**config.mk**
```make
export PLATFORM = sky130hd
export DESIGN_NAME = hsns_cell
export DESIGN_NICKNAME = d
export VERILOG_FILES = /design/src/design/hsns_pkg.sv /design/src/design/hsns_cell.sv
export SDC_FILE = /design/constraint.sdc
export NUM_CORES = 1
export LEC_CHECK = 0
export BUFFER_PORTS_ARGS = -buffer_cell sky130_fd_sc_hd__buf_2
export CELL_PAD_IN_SITES_DETAIL_PLACEMENT = 0
export CELL_PAD_IN_SITES_GLOBAL_PLACEMENT = 1
export CORE_MARGIN = 3
export CORE_UTILIZATION = 34
export DETAILED_ROUTE_END_ITERATION = 6
export GPL_TIMING_DRIVEN = 1
export PLACE_DENSITY_LB_ADDON = 0.1
export SETUP_SLACK_MARGIN = 0.3
export SLEW_MARGIN = 15
export SYNTH_ARGS = -nofsm -noshare
export SYNTH_HDL_FRONTEND = slang
export SYNTH_SLANG_ARGS = --single-unit
export TNS_END_PERCENT = 5
```
**constraint.sdc**
```tcl
create_clock -name aclk -period 7.3 [get_ports aclk]
set_input_delay 1.46 -clock aclk [delete_from_list [all_inputs] [get_ports aclk]]
set_output_delay 1.46 -clock aclk [all_outputs]
set_load 0.03 [all_outputs]
```
**src/design/hsns_pkg.sv**
```systemverilog
`timescale 1ns / 1ps

package hsns_pkg;

    // action codes of an input beat
    localparam logic [2:0] ACT_ADD    = 3'd0;
    localparam logic [2:0] ACT_PROBE  = 3'd1;
    localparam logic [2:0] ACT_OK     = 3'd2;
    localparam logic [2:0] ACT_FAIL   = 3'd3;
    localparam logic [2:0] ACT_SELECT = 3'd4;

    // widths that cover the largest table (64 entries)
    localparam int IDX_W = 6;
    localparam int CNT_W = 7;
    localparam int SCORE_W = 22;

    localparam logic [19:0] LAT_MAX = 20'hFFFFF;
    localparam logic [SCORE_W-1:0] FAIL_PENALTY = 22'd1600;
    localparam logic [SCORE_W-1:0] PEER_BONUS = 22'd160;
    localparam logic [SCORE_W-1:0] BONUS_OFFSET = 22'd800;
    localparam logic [9:0] PEER_CAP = 10'd5;
    localparam logic [7:0] FAIL_MAX = 8'd255;
    localparam logic [7:0] MAX_FAIL_RESET = 8'd3;
    // ceil(2^27 / 10) == ceil(2^26 / 5)
    localparam logic [23:0] RECIP = 24'd13421773;

    typedef struct packed {
        logic [2:0]  action;
        logic [47:0] node_key;
        logic [3:0]  node_slot;
        logic        reachable;
        logic [9:0]  peers_seen;
        logic [15:0] rtt_ms;
    } in_t;

    typedef struct packed {
        logic [3:0] current_slot;
        logic       has_current;
        logic       node_changed;
        logic       none_available;
        logic       probe_good;
        logic       duplicate;
        logic       entry_dropped;
        logic [4:0] good_count;
    } out_t;

    typedef struct packed {
        logic        valid;
        logic [47:0] tag;
        logic        up;
        logic [19:0] lat;
        logic [7:0]  fail;
        logic [9:0]  peers;
    } entry_t;

    // entry rewrite from the sequencer
    typedef struct packed {
        logic             en;
        logic [IDX_W-1:0] idx;
        logic             up;
        logic [19:0]      lat;
        logic [7:0]       fail;
        logic [9:0]       peers;
    } wr_t;

    // scan record handed from cell to cell
    typedef struct packed {
        logic               active;
        logic               found;
        logic [IDX_W-1:0]   best;
        logic [SCORE_W-1:0] score;
        logic               dup;
        logic [CNT_W-1:0]   cnt;
        logic               last_good;
    } sweep_t;

endpackage

```
**src/design/hsns_cell.sv**
```systemverilog
`timescale 1ns / 1ps

module hsns_cell import hsns_pkg::*; #(
    parameter int IDX = 0
) (
    input  logic        aclk,
    input  logic        aresetn,
    input  entry_t      prev_entry,
    output entry_t      entry,
    input  logic        shift,
    input  logic [47:0] key,
    input  wr_t         wr,
    input  logic [7:0]  max_failures,
    input  sweep_t      sw_in,
    output sweep_t      sw_out
);

    entry_t ent_reg, ent_next;
    sweep_t sw_reg, sw_next;
    logic good;
    logic [2:0] peer_cnt;
    logic [SCORE_W-1:0] score;

    // entry update: shift from neighbor or rewrite
    always_comb begin
        ent_next = ent_reg;
        if (shift) begin
            if (IDX == 0) begin
                ent_next.valid = 1'b1;
                ent_next.tag   = key;
                ent_next.up    = 1'b0;
                ent_next.lat   = '0;
                ent_next.fail  = '0;
                ent_next.peers = '0;
            end else begin
                ent_next = prev_entry;
            end
        end else if (wr.en && wr.idx == IDX_W'(IDX)) begin
            ent_next.up    = wr.up;
            ent_next.lat   = wr.lat;
            ent_next.fail  = wr.fail;
            ent_next.peers = wr.peers;
        end
    end

    always_ff @(posedge aclk) begin
        // key holds no reset, gated by valid
        ent_reg.tag <= ent_next.tag;
        if (!aresetn) begin
            ent_reg.valid <= 1'b0;
            ent_reg.up    <= 1'b0;
            ent_reg.lat   <= '0;
            ent_reg.fail  <= '0;
            ent_reg.peers <= '0;
        end else begin
            ent_reg.valid <= ent_next.valid;
            ent_reg.up    <= ent_next.up;
            ent_reg.lat   <= ent_next.lat;
            ent_reg.fail  <= ent_next.fail;
            ent_reg.peers <= ent_next.peers;
        end
    end

    assign entry = ent_reg;

    // score and health of this entry
    always_comb begin
        good = ent_reg.valid && ent_reg.up && ent_reg.peers >= 10'd2 &&
               ent_reg.fail < max_failures;
        peer_cnt = (ent_reg.peers < PEER_CAP) ? ent_reg.peers[2:0] : PEER_CAP[2:0];
        score = SCORE_W'(ent_reg.lat) + SCORE_W'(ent_reg.fail) * FAIL_PENALTY +
                BONUS_OFFSET - SCORE_W'(peer_cnt) * PEER_BONUS;
    end

    // fold this entry into the passing scan record
    always_comb begin
        sw_next = sw_in;
        if (sw_in.active) begin
            if (ent_reg.valid && ent_reg.up && (!sw_in.found || score < sw_in.score)) begin
                sw_next.found = 1'b1;
                sw_next.best  = IDX_W'(IDX);
                sw_next.score = score;
            end
            sw_next.dup       = sw_in.dup || (ent_reg.valid && ent_reg.tag == key);
            sw_next.cnt       = sw_in.cnt + CNT_W'(good);
            sw_next.last_good = good;
        end
    end

    always_ff @(posedge aclk) begin
        if (!aresetn) begin
            sw_reg <= '0;
        end else begin
            sw_reg <= sw_next;
        end
    end

    assign sw_out = sw_reg;

endmodule

```
==> results of run 1 <==
==> metrics by stage <==
stage                     setup WS, ns  total power (uW)  cells  instance area (sq um)
after global routing             0.306              2030   1415                  10200
after CTS                        0.330              1970   1401                  10100
final                            0.848              1940   1415                  10200
after global placement           0.255              1070   1368                   9430
after detailed placement         0.208              1070   1368                   9430
after floorplan                  0.914               966    831                   7740
==> final cells by class <==
type | count | area share, %
Tap cell | 280 | 3.43
Multi-Input combinational cell | 573 | 41.8
Antenna cell | 3 | 0.0735
Timing Repair Buffer | 291 | 15.3
Inverter | 109 | 4.00
Clock buffer | 18 | 4.20
Clock inverter | 14 | 1.69
Sequential cell | 127 | 29.6
==> sequential cells by signal (all words and copies together) (netlist names) <==
signal / cells
entry: 88
sw_out: 39
==> cells in the final DEF, fill, tap and decap left out, drive strengths merged, types with 10 or more instances in the layout <==
master / n
inv: 118
ha: 107
xor2: 31
edfxtp: 48
dfxtp: 79
nand3: 10
mux2i: 14
nor2: 43
o21ai: 24
nand4: 17
nand2: 105
xnor2: 33
a21oi: 80
clkbuf: 18
buf: 290
nor3: 10
==> final timing paths <==
kind,startpoint,end,slack [ns],cells past startpoint
worst max-delay path,entry[12]$_SDFFE_PP0P_,sw_out[25]$_SDFF_PN0_,0.85,31
worst min-delay path,entry[35]$_SDFFE_PP0P_,entry[35]$_SDFFE_PP0P_,0.47,2
worst max register to register,entry[12]$_SDFFE_PP0P_,sw_out[25]$_SDFF_PN0_,0.85,31
worst min register to register,entry[35]$_SDFFE_PP0P_,entry[35]$_SDFFE_PP0P_,0.47,2
==> power by group through the flow <==
stage	sequential, uW	combinational [uW]	clock [uW]
final	788	270	879
after global routing	792	296	937
after CTS	788	272	909
after detailed placement	804	271	0
after global placement	803	270	0
after floorplan	873	92.9	0
==> critical path, delay by kind of cell (launching register included) <==
kind            cells  cell delay (ns)
xor+xnor            2             0.38
buf+inv             3             0.44
fa+ha+maj           8             2.57
flops               1             0.37
simple gates        5             0.91
compound gates     13             1.68
==> cell families (layout without fill, tap and decap cells) <==
| group | count (synthesis) | count (layout) | synth area share [%] |
|---|---|---|---|
| compound gates | 151 | 151 | 12.1 |
| simple gates | 228 | 228 | 13.7 |
| fa+ha+maj | 116 | 116 | 19.6 |
| buf+inv | 131 | 432 | 6.50 |
| mux | 14 | 14 | 1.81 |
| flops | 127 | 127 | 39.0 |
| other cells | 0 | 3 | 0 |
| xor+xnor | 64 | 64 | 7.24 |
==> what timing repair did <==
action,CTS,global route
gates resized for setup,4,11
gates cloned,1,0
pin swaps,1,5
setup buffers,0,11
endpoints found under the hold margin,0,0
endpoints found under the setup margin,10,28
==> metal layers <==
metal / up-vias / track usage [%]
met4: 2 / 6.59
met1: 2895 / 23.9
met3: 25 / 4.10
li1: 3422 / -
met2: 207 / 25.4
met5: - / 0
==> metrics.md, run 1 <==
| Metric | Value |
|---|---|
| Clock tree from TritonCTS | `built` |
| Power dissipated by switching net loads | `544 uW` |
| Share of cells above drive strength 1 | `30.7%` |
| Worst-case headroom to the max-slew limit | `36.2%` |
| Synthesized cell area | `0.00774 sq mm` |
| Number of buffers added on ports | `270` |
| Combinational power share | `14.0%` |
| Hold-fix buffer count after cts | `0` |
| Row count | `54` |
| Internal Dissipation | `1390 uW` |
| Peak Freq | `0.155 GHz` |
| Wire length of the first global-routing pass | `33,200 um` |
| Total routed wirelength | `21,500 um` |
| Utilization of the core after routing | `46.3%` |
| Worst-path clk slew | `0.07 ns` |
| Minimum period implied by the final worst setup slack | `6.45 ns` |
| Chip width | `157 um` |
| Total CTS buffers | `17` |
| Worst setup path category | `reg -> reg` |
| Top-Level Pins | `359` |
| Count of different cell masters after synthesis | `59` |
| Max stage delay cell, worst path | `sky130_fd_sc_hd__fa_1` |
| # fillers | `2,242` |
| Share of synthesized flip-flops with an asynchronous set or reset | `0%` |
| Maximum capacitance violations | `0` |
| Met2 wirelength from detailed routing | `9240 um` |
| Die H | `157 um` |
| Metal1 wirelength | `10,300 um` |
| Amount of wire on met3 after detailed routing | `1460 um` |
| Clock Tree Buf Depth | `2` |
| Most common cell type on the critical path | `sky130_fd_sc_hd__ha_1` |
| Total number of clock tree sinks | `127` |
| FF+latch count, synth | `127` |
| Final Hold Viols | `0` |
| Area taken by flip-flops and latches | `0.00302 sq mm` |
| Starting density of the core | `35.0%` |
| Number of levels the H-tree was split into | `4` |
| Largest cells by area after synthesis | `sky130_fd_sc_hd__dfxtp_1 20%, sky130_fd_sc_hd__edfxtp_1 19%, sky130_fd_sc_hd__ha_1 17%, sky130_fd_sc_hd__inv_1 5.3%, sky130_fd_sc_hd__nand2_1 5.1%` |
| Number of standard cells after synthesis | `831` |
| Worst EP required | `7.63 ns` |
| Number of enable-type register cells in the synthesized netlist | `48` |
| Static leakage | `0.00499 uW` |
| Routed via count divided by cell count | `4.63` |
| Dominant cell by count in the synthesized netlist | `sky130_fd_sc_hd__inv_1` |
| Crit start category | `register` |
| Number of nets still failing antenna checks after routing | `0` |
| Delay of the slowest cell on the worst path | `0.46 ns` |
| Final-report max-slew violation count | `0` |
| Worst Clk Skew | `0.0128 ns` |
| Sequential-to-total area share from yosys stat | `39.0%` |
| Total number of vias | `6,551` |
| Overflow left after global routing | `0` |
| Crit. End Element | `register` |
| Transition time at the pin with the least slew margin | `0.956 ns` |
| Layout overhead on the synthesized area | `32.0%` |
| Area of the die | `0.0246 sq mm` |
| RSZ-0062 raised after global routing | `no` |
| Critical Path Fanout Max | `17` |
| Count of yosys warnings during synthesis | `0` |
| Share of power burned in registers | `40.7%` |
| Power per Cell Area | `190 mW/mm^2` |
| Via count of the first global-routing pass | `6,251` |
| Pin count of the biggest net entering global routing | `51` |
| Detail-routed net length per standard cell | `15.2 um` |
| Iteration count of the initial detailed-routing pass | `5` |
| Clk Latency, worst-skew pair | `0.42 ns` |
| Number of remaining DRC errors | `0` |
| Dominant cell type by area after synthesis | `sky130_fd_sc_hd__dfxtp_1` |
| Initial antenna violation count | `4` |
| Run status | `finished, final reports clean` |
| Net count after synthesis | `1,179` |
| Top layer in use | `met5` |
| Half-perimeter wire length of the detailed placement result | `17,100 um` |
| Post-layout net count | `1,467` |
| GRT Util Overall | `17.1%` |
| Switching share of power | `28.1%` |
| Clock share of power | `45.4%` |
| Core Box Area | `0.0221 sq mm` |
| Final weighted congestion in routability-driven placement | `0.802` |
| Area of the multi-input gates | `0.00427 sq mm` |
| Final worst-path cycle share | `88.4%` |
| Number of violations reported at the end of detailed-routing iteration 0 | `346` |
| Final setup violating endpoints | `0` |
| Worst Hold Class | `reg -> reg` |
| Post-synth top flop | `sky130_fd_sc_hd__dfxtp_1` |
| Avg Cell Area, Syn | `9.32 sq um` |
| CTS Root Buffer Type | `sky130_fd_sc_hd__clkbuf_16` |
| Worst path arrival time | `6.78 ns` |
| Commonest cells post-synth | `109 x sky130_fd_sc_hd__inv_1, 107 x sky130_fd_sc_hd__ha_1, 105 x sky130_fd_sc_hd__nand2_1` |
| Worst voltage drop across the vdd grid | `0.144 mV` |
| Sum of negative setup slack | `0 ns` |
| Final hold slack | `0.471 ns` |
| Top cell type's share of synthesized area | `20.4%` |
Power figures use the tool's default switching activity.
==> run 2: changes to the inputs <==
--- a/config.mk
+++ b/config.mk
@@ -9,7 +9,8 @@
 export CELL_PAD_IN_SITES_DETAIL_PLACEMENT = 0
 export CELL_PAD_IN_SITES_GLOBAL_PLACEMENT = 1
 export CORE_MARGIN = 3
-export CORE_UTILIZATION = 34
+export CORE_UTILIZATION = 31
+export CTS_CLUSTER_SIZE = 12
 export DETAILED_ROUTE_END_ITERATION = 6
 export GPL_TIMING_DRIVEN = 1
 export PLACE_DENSITY_LB_ADDON = 0.1
==> constraint.sdc (replaced) <==
create_clock -name aclk -period 5.7 [get_ports aclk]
set_input_delay 1.14 -clock aclk [delete_from_list [all_inputs] [get_ports aclk]]
set_output_delay 1.14 -clock aclk [all_outputs]
set_load 0.03 [all_outputs]
==> run 2 against run 1 <==
Effect of this change: the flow now finishes with violations (setup timing); flip-flop and latch count unchanged; combinational power increased by 40%; sequential share of layout area decreased by 2.7 points; non-clock buffer count increased by 83; clock power increased by 27%; clock skew about the same; power increased by 29%; utilization decreased by 0.069 points; worst setup slack got worse by 1.3 ns; sequential power increased by 28%; design area increased by 11%; first-iteration DRC count decreased by 38%.
==> metrics.md, run 2 (synthesis gave the netlist of run 1 again) <==
| Metric | Value |
|---|---|
| Transition time at the pin with the least slew margin | `0.937 ns (-0.0194 ns)` |
| # fillers | `2,435 (+8.6%)` |
| RSZ-0062 raised after global routing | `yes` |
| Highest-count cells in the layout ignoring fill and taps | `270 x sky130_fd_sc_hd__buf_2, 107 x sky130_fd_sc_hd__inv_1, 104 x sky130_fd_sc_hd__nand2_1` |
| Metal1 wirelength | `10,400 um (+1.4%)` |
| Commonest non-fill, non-tap cell in the layout | `sky130_fd_sc_hd__buf_2` |
| Maximum capacitance violations | `0 (unchanged)` |
| Worst setup path category | `reg -> reg` |
| Total number of vias | `6,844 (+4.5%)` |
| Most common cell type on the critical path | `sky130_fd_sc_hd__ha_4` |
| Final worst-path cycle share | `108% (+20 points)` |
| Peak Freq | `0.162 GHz (+4.8%)` |
| Top layer in use | `met4` |
| Share of cells above drive strength 1 | `39.9% (+9.3 points)` |
| Power dissipated by switching net loads | `702 uW (+29%)` |
| Number of levels the H-tree was split into | `4 (unchanged)` |
| Worst Path Buf+Inv | `3 (unchanged)` |
| Hold-fix buffer count after cts | `0 (unchanged)` |
| Crit. End Element | `register` |
| Clock Tree Buf Depth | `2 (unchanged)` |
| Routed via count divided by cell count | `4.44 (-4.0%)` |
| Violated checks | `setup timing` |
| Starting density of the core | `31.6% (-3.4 points)` |
| Worst Clk Skew | `0.0124 ns (-0.000412 ns)` |
| Worst EP required | `6.02 ns (-1.61 ns)` |
| Half-perimeter wire length of the detailed placement result | `18,000 um (+5.1%)` |
| Worst path arrival time | `6.47 ns (-0.31 ns)` |
| Internal Dissipation | `1800 uW (+29%)` |
| Run status | `finished, violations left` |
| Switching share of power | `28.0% (-0.077 points)` |
| Clk Latency, worst-skew pair | `0.42 ns (about the same)` |
| Die H | `164 um (+4.5%)` |
| GRT Util Overall | `16.7% (-0.35 points)` |
| Delay of the slowest cell on the worst path | `0.54 ns (+0.08 ns)` |
| Slack of the critical path | `-0.457 ns (-1.30 ns)` |
| Total routed wirelength | `22,700 um (+5.5%)` |
| Worst voltage drop across the vdd grid | `0.161 mV (+11%)` |
| Chip width | `164 um (+4.5%)` |
| Worst-case headroom to the max-slew limit | `37.5% (+1.4 points)` |
| Row count | `57 (+5.6%)` |
| Clock share of power | `44.7% (-0.7 points)` |
| Max stage delay cell, worst path | `sky130_fd_sc_hd__fa_1` |
| Final hold slack | `0.470 ns (-0.000490 ns)` |
| Area of the multi-input gates | `0.00465 sq mm (+9.1%)` |
| Crit start category | `register` |
| Layout overhead on the synthesized area | `45.9%` |
| Total CTS buffers | `17 (unchanged)` |
| Utilization of the core after routing | `46.2% (-0.069 points)` |
| Number of remaining DRC errors | `0 (unchanged)` |
| Worst-path clk slew | `0.07 ns (about the same)` |
| Post-layout net count | `1,550 (+5.7%)` |
| Wire length of the first global-routing pass | `35,300 um (+6.2%)` |
| Critical Path Fanout Max | `6 (-11)` |
| Clock tree from TritonCTS | `built` |
| Pin count of the biggest net entering global routing | `51 (unchanged)` |
| Via count of the first global-routing pass | `6,816 (+9.0%)` |
| Area of the die | `0.0269 sq mm (+9.3%)` |
| Combinational power share | `15.1% (+1.1 points)` |
| Amount of wire on met3 after detailed routing | `1280 um (-12%)` |
| Initial antenna violation count | `1 (-3)` |
| Family with the most delay on the worst path | `adder cells` |
| Final-report max-slew violation count | `0 (unchanged)` |
| Met2 wirelength from detailed routing | `10,700 um (+15%)` |
| Power per Cell Area | `222 mW/mm^2 (+17%)` |
| Final weighted congestion in routability-driven placement | `0.770 (-4.1%)` |
| Detail-routed net length per standard cell | `14.7 um (-3.1%)` |
| Worst Hold Class | `reg -> reg` |
| Final setup violating endpoints | `28 (+28)` |
| Total number of clock tree sinks | `127 (unchanged)` |
| Minimum period implied by the final worst setup slack | `6.16 ns (-0.295 ns)` |
| Iteration count of the initial detailed-routing pass | `6 (+1)` |
| Share of power burned in registers | `40.2% (-0.5 points)` |
| Static leakage | `0.00544 uW (+9.0%)` |
| Number of buffers added on ports | `270 (unchanged)` |
| Overflow left after global routing | `0 (unchanged)` |
| Final Hold Viols | `0 (unchanged)` |
| Top-Level Pins | `359 (unchanged)` |
| Number of violations reported at the end of detailed-routing iteration 0 | `213 (-38%)` |
| Area taken by flip-flops and latches | `0.00304 sq mm (+0.50%)` |
| CTS Root Buffer Type | `sky130_fd_sc_hd__clkbuf_16` |
| Sum of negative setup slack | `-9.93 ns (-9.93 ns)` |
| Flip-flop count of the largest register after layout | `88 (unchanged)` |
| Number of nets still failing antenna checks after routing | `0 (unchanged)` |
| Core Box Area | `0.0245 sq mm (+11%)` |
[run 2: cell types whose count changed in the layout (fill, tap and decap cells not counted), moves of 4 or more]
| cell | before | now |
|---|---|---|
| sky130_fd_sc_hd__nor2_1 | 42 | 38 |
| sky130_fd_sc_hd__buf_6 | 0 | 7 |
| sky130_fd_sc_hd__nor2_2 | 1 | 5 |
| sky130_fd_sc_hd__a21oi_4 | 0 | 5 |
| sky130_fd_sc_hd__ha_4 | 1 | 16 |
| sky130_fd_sc_hd__a21oi_1 | 74 | 63 |
| sky130_fd_sc_hd__ha_1 | 104 | 89 |
| sky130_fd_sc_hd__dfxtp_1 | 78 | 74 |
| sky130_fd_sc_hd__buf_4 | 18 | 95 |
| sky130_fd_sc_hd__a21oi_2 | 6 | 12 |
| sky130_fd_sc_hd__dfxtp_4 | 0 | 4 |
| sky130_fd_sc_hd__o21ai_0 | 20 | 15 |
[run 2: timing repair]
action	in CTS	in global routing
setup endpoints to repair	28	28
setup buffers	2	3
pin swaps	19	41
cloned	1	0
resized for setup	20	52
[run 2: area by class of cell]
class                           count  area share, %
Sequential cell                   127           26.9
Timing Repair Buffer              374           19.4
Antenna cell                        1         0.0222
Clock inverter                     14           1.50
Multi-Input combinational cell    573           41.2
Clock buffer                       18           3.80
Tap cell                          324           3.59
Inverter                          109           3.62
[run 2: final timing paths]
path | from | end | slack [ns] | depth (start not counted)
max | entry[12]$_SDFFE_PP0P_ | sw_out[28]$_SDFF_PN0_ | -0.46 | 30
min | entry[23]$_SDFFE_PP0P_ | entry[23]$_SDFFE_PP0P_ | 0.47 | 2
max reg2reg | entry[12]$_SDFFE_PP0P_ | sw_out[28]$_SDFF_PN0_ | -0.46 | 30
min reg2reg | entry[23]$_SDFFE_PP0P_ | entry[23]$_SDFFE_PP0P_ | 0.47 | 2
[run 2: stage by stage]
stage	setup slack [ns]	instance area, sq um	instances	power [uW]
6_report	-0.457	11300	1540	2510
3_3_place_gp	-0.668	10300	1501	1400
4_1_cts	-0.644	11000	1536	2540
2_1_floorplan	-0.00824	7860	831	1240
3_5_place_dp	-0.682	10300	1501	1400
5_1_grt	-0.779	11300	1540	2620
[run 2: worst reg2reg max path: cells and delay by family (launching register included)]
family	cells	cell delay [ns]
fa+ha+maj	8	2.22
compound gates	10	1.71
flops	1	0.37
buf+inv	3	0.34
xor+xnor	2	0.39
simple gates	7	1.03
[run 2: metal layers]
layer | global-route usage (%) | up-vias
met5 | 0 | -
met4 | 4.81 | 0
met3 | 4.04 | 14
met2 | 27.2 | 168
met1 | 22.1 | 3079
li1 | - | 3583
[run 2: power by group through the flow]
stage / combinational, uW / sequential [uW] / clock [uW]
after floorplan: 121 / 1120 / 0
after global placement: 368 / 1030 / 0
after detailed placement: 369 / 1030 / 0
after CTS: 373 / 1010 / 1160
after global routing: 418 / 1010 / 1190
final: 379 / 1010 / 1120
